$ cat src/rtl/fixed_point_point_projection_unit_assert.svh
// Assertion macros for the self-checks of the projection unit.
// Depends on nothing; included by fpp_back, which checks itself.
`ifndef FIXED_POINT_POINT_PROJECTION_UNIT_ASSERT_SVH
`define FIXED_POINT_POINT_PROJECTION_UNIT_ASSERT_SVH
// Implication checked on every rising clock edge outside reset.
`define FPP_ASSERT_IMP(lbl, clk, rst_n, ante, cons, msg) \
    lbl: assert property (@(posedge clk) disable iff (!rst_n) (ante) |-> (cons)) \
        else $error(msg);
// Next-cycle implication checked outside reset.
`define FPP_ASSERT_NEXT(lbl, clk, rst_n, ante, cons, msg) \
    lbl: assert property (@(posedge clk) disable iff (!rst_n) (ante) |=> (cons)) \
        else $error(msg);
`endif

$ cat src/rtl/fpp_pkg.sv
// Package of the projection unit: widths, constants and shared types.
// Depends on nothing; imported by all modules of the unit.
package fpp_pkg;
    localparam int FRACTION_BITS_DEF = 8;
    localparam int NEAR_LIMIT_DEF    = 8192;
    localparam int VIS_LIMIT         = 256;
    localparam int SCALE_NUM         = 32'h0200_0000;
    localparam int SCALE_MAX         = 4096;
    localparam int DIV_STEPS         = 32;
    localparam int QUEUE_DEPTH       = 4;

    typedef enum logic [2:0] {
        REG_ROW0 = 3'd0, REG_ROW1 = 3'd1, REG_ROW2 = 3'd2, REG_OFFX = 3'd3,
        REG_OFFY = 3'd4, REG_OFFZ = 3'd5, REG_CENX = 3'd6, REG_CENY = 3'd7
    } t_reg_idx;

    // Classified item handed from the front part to the back part.
    typedef struct packed {
        logic [31:0] cam_x;
        logic [31:0] cam_y;
        logic [31:0] cam_z;
        logic [31:0] vis_num;
        logic        near_ok;
    } t_item;

    // Status from the front part to the queue.
    typedef struct packed {
        logic valid;
    } t_link;
endpackage

$ cat src/rtl/fpp_queue.sv
// Short queue between front and back parts.
// Depends on fpp_pkg.
module fpp_queue import fpp_pkg::*; #(
    parameter int DEPTH = QUEUE_DEPTH
) (
    input  logic  i_clk,
    input  logic  i_rst_n,
    input  logic  i_valid,
    output logic  o_ready,
    input  t_item i_item,
    output logic  o_valid,
    input  logic  i_ready,
    output t_item o_item
);
    localparam int AW = $clog2(DEPTH);
    t_item         r_mem [DEPTH];
    logic [AW-1:0] r_wp, r_rp;
    logic [AW:0]   r_cnt;
    logic          push, pop;

    assign o_ready = r_cnt != (AW+1)'(DEPTH);
    assign o_valid = r_cnt != '0;
    assign push    = i_valid && o_ready;
    assign pop     = o_valid && i_ready;
    assign o_item  = r_mem[r_rp];

    // Storage write.
    always_ff @(posedge i_clk) begin
        if (push) r_mem[r_wp] <= i_item;
    end

    // Pointers and fill count.
    always_ff @(posedge i_clk) begin
        if (!i_rst_n) begin
            r_wp <= '0;
            r_rp <= '0;
            r_cnt <= '0;
        end else begin
            if (push) r_wp <= (r_wp == AW'(DEPTH-1)) ? '0 : r_wp + 1'b1;
            if (pop)  r_rp <= (r_rp == AW'(DEPTH-1)) ? '0 : r_rp + 1'b1;
            r_cnt <= r_cnt + (AW+1)'(push) - (AW+1)'(pop);
        end
    end
endmodule

$ cat config.mk
export PLATFORM = sky130hd
export DESIGN_NAME = fpp_queue
export DESIGN_NICKNAME = d
export VERILOG_FILES = /design/src/rtl/fixed_point_point_projection_unit_assert.svh /design/src/rtl/fpp_pkg.sv /design/src/rtl/fpp_queue.sv
export SDC_FILE = /design/constraint.sdc
export NUM_CORES = 1
export LEC_CHECK = 0
export ABC_CLOCK_PERIOD_IN_PS = 5800
export BUFFER_PORTS_ARGS = -buffer_cell sky130_fd_sc_hd__buf_2
export CORE_UTILIZATION = 35
export DETAILED_ROUTE_END_ITERATION = 6
export PLACE_DENSITY_LB_ADDON = 0.25
export SKIP_CTS_REPAIR_TIMING = 1
export SYNTH_ARGS = -nofsm -noshare
export SYNTH_HDL_FRONTEND = slang
export SYNTH_SLANG_ARGS = --single-unit
$ cat constraint.sdc
create_clock -name i_clk -period 5.8 [get_ports i_clk]
set_clock_uncertainty 0.1 [all_clocks]
set_input_delay 0.87 -clock i_clk [delete_from_list [all_inputs] [get_ports i_clk]]
set_output_delay 0.87 -clock i_clk [all_outputs]
set_load 0.005 [all_outputs]
==> impl_results.md, run 1 <==
* Yosys warns at 0
* Drt pass-1 iters at 4
* Largest net degree at the start of global routing at 76
* Post-DRT Antenna Nets at 0
* Hold path start: i_item[82]
* Part of the cycle the worst path needs at 66.2%
* Cells after synthesis at 725
* Starting Density at 35.4%
* Fill cell count at 4633
* Die area at 0.0555 mm2
* Peak VDD IR at ~0.26 mV
* HPWL Detailed at 21500 um
* Post-synthesis compound-gate area fraction at 0.118%
* First-pass GRT wire length at roughly 57000 um
* Leakage power at 7.60 nW
* FMAX at between 200 and 300 MHz
* Commonest non-fill, non-tap cell in the layout: edfxtp_1
* Layout cells sized above 1 at 45.6%
* Post-synthesis mux area share at 15.3%
* Die width at 236 um
* Worst reg2reg startpoint: r_cnt[1]
* Critical path class: flip-flop to output pin
* Root Buffer: clkbuf_16
* Depth of the CTS H-tree at 2
* Reg clk slew, reported paths at 60 ps
* Crit path max fanout at between 40 and 50
* Mapped cell area at 0.0191 mm2
* RR Endpoint: r_mem[0][98]
* Area added between synthesis and finish at 20.4%
* Row cnt at between 80 and 90
* Worst hold margin at 400 ps
* Vias/cell at 4.79
* Commonest cells after routing, fill and taps aside: 516 x edfxtp_1, 263 x buf_2, 129 x mux4_2, 57 x clkbuf_16, 14 x clkinv_1
* Status: finished, final reports clean
* Die height at 236 um
* # clock sinks at 525
* All-Layer GR Usage at between 10% and 20%
* CTS max path bufs at 3
* Vias in the first global route at 9172
* Slew headroom at 33.3%
* GRT overflow at 0
* Unrepaired setup endpoints after global routing: no
* Hold depth at 1
* Syn nets at 866
* DRT iter0 DRCs at 403
* Clock latency on the worst-skew pair at approximately 570 ps
* Flop-to-flop setup slack at 3150 ps
* Cell Count, Final, Fillers Out at 1769
* Count of final hold-check violations at 0
* Pwr/cell area at 435 mW/mm2
* MaxCap Viol Count at 0
* Final setup violation count at 0
* Syn avg cell area at ~26 um2
* Post-synthesis simple-gate area fraction at less than 1%
* Type of origin of the critical path: flip-flop
* Via Count at ~8500
* R2r worst-path depth at 3
* Synth Register Bits at 525
* Initial antenna violation count at 7
* Hold Path Class: primary input to flip-flop
* Final Slew Violations at 0
* Hold path endpoint: r_mem[1][82]
* XOR/XNOR share of the synthesized area at less than 1%
* Final WL at 37800 um
* Register area share after synthesis at 82.1%
* CTS tree: done
* Cell count after placement at 1665
* DR DRC count at 0
* Num CTS Buffers at 55
* Global placement routability congestion at 0.721
* Largest family of logic cells by synthesized area: multiplexers
* Min Tclk post-route at 3840 ps
* Core box area at about 0.054 mm2
* Post-DR wirelength/cell at 21.4 um
* Worst EP required at 4830 ps
* Netlist cell types at 25
* Crit path DAT at roughly 2900 ps
* # IOs at 264
* Synth Area in Adders at 0.563%
* Number of port buffers at 263
* Slew @ Worst Pin at 1000 ps
* Type of element capturing the critical path: output pin
* Final net count at 1167
* Setup Total Neg Slack at 0 ps
==> layer usage <==
layer  track usage [%]  wire length [um]  vias to the layer above
li1                  -                 -                     3745
met5                 0                60                        -
met3              4.02              2540                       75
met2              22.3             18400                      226
met1              17.5             15900                     4424
met4              4.54               904                       10
==> area by class of cell <==
class | count | area (um2) | share of cell area [%]
clock inverters | 35 | 305 | 1.33
flip-flops and latches | 525 | 15700 | 68.2
multi-input cells | 164 | 3190 | 13.9
repair buffers | 274 | 1460 | 6.35
well taps | 696 | 871 | 3.79
clock buffers | 68 | 1470 | 6.38
diodes | 1 | 2.50 | 0.0109
inverters | 6 | 22.5 | 0.0979
==> per-stage QoR <==
step | utilization, % | total power (W) | setup slack, ps | instance area (um2)
final | 42.7 | 0.0100 | 1960 | 23000
after global placement | 39.4 | 0.00673 | 2430 | 21200
after floorplan | - | 0.00595 | 2790 | 19100
after detailed placement | 39.4 | 0.00674 | 2420 | 21200
after global routing | 42.7 | 0.0105 | 1670 | 23000
after CTS | 42.7 | 0.0102 | 1770 | 23000
==> cells by family after synthesis <==
kind of cell / Yosys count
simple gates: 20
flops: 525
buf+inv: 36
fa+ha+maj: 8
xor+xnor: 2
mux: 130
compound gates: 4
==> how the worst max path moves through the flow <==
stage	to	slack [ps]
CTS	o_item[55]	1770
detailed placement	o_item[55]	2420
floorplan	r_mem[0][0]	2790
global route	o_item[55]	1670
global placement	o_item[55]	2430
finish	o_item[55]	1960
==> power by group <==
part	switching, W	internal, W	total [W]
Combinational	0.000866	0.000938	0.00180
Clock	0.00142	0.00202	0.00343
Sequential	0.000179	0.00460	0.00478
Total	0.00246	0.00755	0.0100
==> synth_stat cells <==
| master | instances | area share [%] |
|---|---|---|
| buf_4 | 2 | 0.079 |
| buf_6 | 12 | 0.71 |
| fa_1 | 1 | 0.10 |
| o21ai_0 | 2 | 0.052 |
| ha_1 | 7 | 0.46 |
| o31ai_1 | 1 | 0.039 |
| mux2i_1 | 1 | 0.052 |
| edfxtp_1 | 516 | 81 |
| nand4_1 | 1 | 0.033 |
| and2_4 | 1 | 0.046 |
| and2_1 | 2 | 0.065 |
| nand3_1 | 2 | 0.052 |
| mux4_2 | 129 | 15 |
| clkbuf_1 | 3 | 0.059 |
| inv_1 | 6 | 0.12 |
| buf_2 | 13 | 0.34 |
| nor2_1 | 2 | 0.039 |
| or3b_1 | 1 | 0.046 |
| nor2b_1 | 1 | 0.033 |
| or3_2 | 1 | 0.039 |
| dfxtp_1 | 9 | 0.94 |
| o21ai_1 | 1 | 0.026 |
| nand2_1 | 5 | 0.098 |
| xnor2_1 | 2 | 0.092 |
| and3_2 | 4 | 0.16 |
==> critical path, cell delays in order (launching register included) <==
cell	delay, ps
dfxtp_4	970
buf_4	540
mux4_2	570
buf_2	150
==> state kept, by name, indices dropped and copies added (netlist names), named ones only <==
signal	cells
r_mem	516
r_rp	2
r_cnt	3
r_wp	2
(Power assumes the default switching activity.)
==> run 2: changes to the inputs <==
--- a/config.mk
+++ b/config.mk
@@ -5,7 +5,7 @@
 export SDC_FILE = /design/constraint.sdc
 export NUM_CORES = 1
 export LEC_CHECK = 0
-export ABC_CLOCK_PERIOD_IN_PS = 5800
+export ABC_CLOCK_PERIOD_IN_PS = 3500
 export BUFFER_PORTS_ARGS = -buffer_cell sky130_fd_sc_hd__buf_2
 export CORE_UTILIZATION = 35
 export DETAILED_ROUTE_END_ITERATION = 6
==> constraint.sdc (replaced) <==
create_clock -name i_clk -period 3.5 [get_ports i_clk]
set_clock_uncertainty 0.1 [all_clocks]
set_input_delay 0.525 -clock i_clk [delete_from_list [all_inputs] [get_ports i_clk]]
set_output_delay 0.525 -clock i_clk [all_outputs]
set_load 0.005 [all_outputs]
==> impl_results.md, run 2 (synthesized netlist as in run 1, its figures left out) <==
* Status: finished, final reports clean (unchanged)
* Hold depth at 1 (unchanged)
* Die height at 236 um (unchanged)
* Starting Density at 35.4% (unchanged)
* Final WL at 37800 um (about the same)
* Die area at 0.0555 mm2 (unchanged)
* Type of element capturing the critical path: output pin (unchanged)
* Root Buffer: clkbuf_16 (unchanged)
* Crit path DAT at 2390 ps (was 2870 ps)
* Post-DRT Antenna Nets at 0 (unchanged)
* Vias/cell at 4.81 (was 4.79)
* Number of port buffers at 263 (unchanged)
* Num CTS Buffers at 54 (was 55)
* Core box area at 0.0539 mm2 (unchanged)
* Slew headroom at 58.1% (was 33.3%)
* Area added between synthesis and finish at 20.7% (was 20.4%)
* Crit path max fanout at 20 (was 44)
* GR Util met1 at 17.9% (was 17.5%)
* Hold Path Class: primary input to flip-flop (unchanged)
* Critical path class: flip-flop to output pin (unchanged)
* Row cnt at 85 (unchanged)
* GRT overflow at 0 (unchanged)
* Largest register by flop count: r_mem (unchanged)
* HPWL Detailed at 22000 um (was 21500 um)
* Count of final hold-check violations at 0 (unchanged)
* Cell count after placement at 1671 (was 1665)
* Critical Path Stages at 3 (unchanged)
* Final Slew Violations at 0 (unchanged)
* Flop-to-flop setup slack at 840 ps (was 3150 ps)
* Worst reg2reg startpoint: r_cnt[1] (unchanged)
* All-Layer GR Usage at 13.8% (was 13.7%)
* DR DRC count at 0 (unchanged)
* Commonest cells after routing, fill and taps aside: 516 x edfxtp_1, 263 x buf_2, 129 x mux4_2, 55 x clkbuf_16, 16 x clkinv_2 (was 516 x edfxtp_1, 263 x buf_2, 129 x mux4_2, 57 x clkbuf_16, 14 x clkinv_1)
* Crit path buf inv count at 2 (unchanged)
* Largest net degree at the start of global routing at 79 (was 76)
* Fill cell count at 4658 (was 4633)
* Grt met2 use at 22.2% (was 22.3%)
* Pwr/cell area at 711 mW/mm2 (was 435 mW/mm2)
* Via Count at 8540 (was 8480)
* Peak VDD IR at 0.608 mV (was 0.257 mV)
* Commonest non-fill, non-tap cell in the layout: edfxtp_1 (unchanged)
* Most Crowded Layer GR: met2 (unchanged)
* Hold path endpoint: r_mem[0][120] (was r_mem[1][82])
* Global placement routability congestion at 0.691 (was 0.721)
* Largest regs: r_mem x516, r_cnt x3 (unchanged)
* # IOs at 264 (unchanged)
* Largest stage delay, worst path at 650 ps (was 970 ps)
* Unrepaired setup endpoints after global routing: no (unchanged)
* Part of the cycle the worst path needs at 86.2%
* DRT iter0 DRCs at 500 (was 403)
* Slew @ Worst Pin at 629 ps (was 1000 ps)
* Final net count at 1172 (was 1167)
* GR Util met3 at 4.17% (was 4.02%)
* Reg clk slew, reported paths at 60 ps (about the same)
* Depth of the CTS H-tree at 2 (unchanged)
* Worst-path cell chain: buf_4 > mux4_2 > buf_2 (unchanged)
* Layout cells sized above 1 at 46.1% (was 45.6%)
* Hold path start: i_item[120] (was i_item[82])
* FMAX at 332 MHz
* Die width at 236 um (unchanged)
* CTS tree: done (unchanged)
* RR Endpoint: r_cnt[2] (was r_mem[0][98])
* Vias in the first global route at 9245 (was 9172)
* Type of origin of the critical path: flip-flop (unchanged)
* Drt pass-1 iters at 4 (unchanged)
* Cell Count, Final, Fillers Out at 1774 (was 1769)
* Worst EP required at 2870 ps (was 4830 ps)
* # clock sinks at 525 (unchanged)
* MaxCap Viol Count at 0 (unchanged)
* CTS max path bufs at 3 (unchanged)
* Max FFs per register at 516 (unchanged)
* R2r worst-path depth at 11 (was 3)
* Leakage power at 7.62 nW (was 7.60 nW)
* Setup Total Neg Slack at 0 ps (unchanged)
* Clock latency on the worst-skew pair at 590 ps (was 570 ps)
* Worst hold margin at 50.3 ps (was 400 ps)
* Min Tclk post-route at 3020 ps
* Initial antenna violation count at 10 (was 7)
* Final setup violation count at 0 (unchanged)
* First-pass GRT wire length at 57500 um (was 56800 um)
* Post-DR wirelength/cell at 21.3 um (was 21.4 um)
* Top Family by Delay on Critical Path: flip-flops (unchanged)
* Slowest CP cell: dfxtp_4 (unchanged)
## run 2: cell count changes in the layout (fill, tap and decap cells not counted), sizes merged
cell      previous run  this run
clkinvlp             3         1
bufinv               5         3
clkbuf              68        69
inv                  8         7
diode                1         4
buf                274       280
## run 2: layout make-up
| class | instances | area, um2 | share of cell area (%) |
|---|---|---|---|
| antenna | 4 | 10.0 | 0.0434 |
| clock buffer | 69 | 1440 | 6.24 |
| clock inverter | 30 | 225 | 0.977 |
| inverter | 6 | 22.5 | 0.0977 |
| multi-input combinational | 164 | 3190 | 13.9 |
| sequential | 525 | 15700 | 68.0 |
| tap | 696 | 871 | 3.78 |
| timing repair buffer | 280 | 1610 | 6.97 |
## run 2: report_power, final
group,total (W),internal [W],switching (W)
Combinational,0.00316,0.00162,0.00154
Clock,0.00540,0.00312,0.00228
Sequential,0.00783,0.00761,0.000218
Total,0.0164,0.0123,0.00404
## run 2: per-layer routing
metal | up-vias | wire (um)
met4 | 16 | 876
li1 | 3756 | -
met3 | 75 | 2570
met5 | - | 102
met2 | 222 | 18100
met1 | 4471 | 16200
## run 2: how the worst max path moves through the flow
stage / start / endpoint / slack (ps)
6_report: flip-flop / o_item[99] / 480
5_1_grt: flip-flop / o_item[99] / 270
4_1_cts: flip-flop / o_item[99] / 340
3_5_place_dp: r_cnt[1] / r_cnt[2] / 850
3_3_place_gp: r_cnt[1] / r_cnt[2] / 930
2_1_floorplan: r_cnt[1] / r_mem[0][0] / 690
## run 2: metrics by stage
stage          cell area, um2  total power [W]  utilization (%)  setup WS [ps]
2_1_floorplan           19100          0.00986                -            693
3_3_place_gp            21400           0.0112             39.6            928
3_5_place_dp            21400           0.0113             39.6            847
4_1_cts                 23000           0.0167             42.7            339
5_1_grt                 23000           0.0172             42.7            268
6_report                23100           0.0164             42.7            484
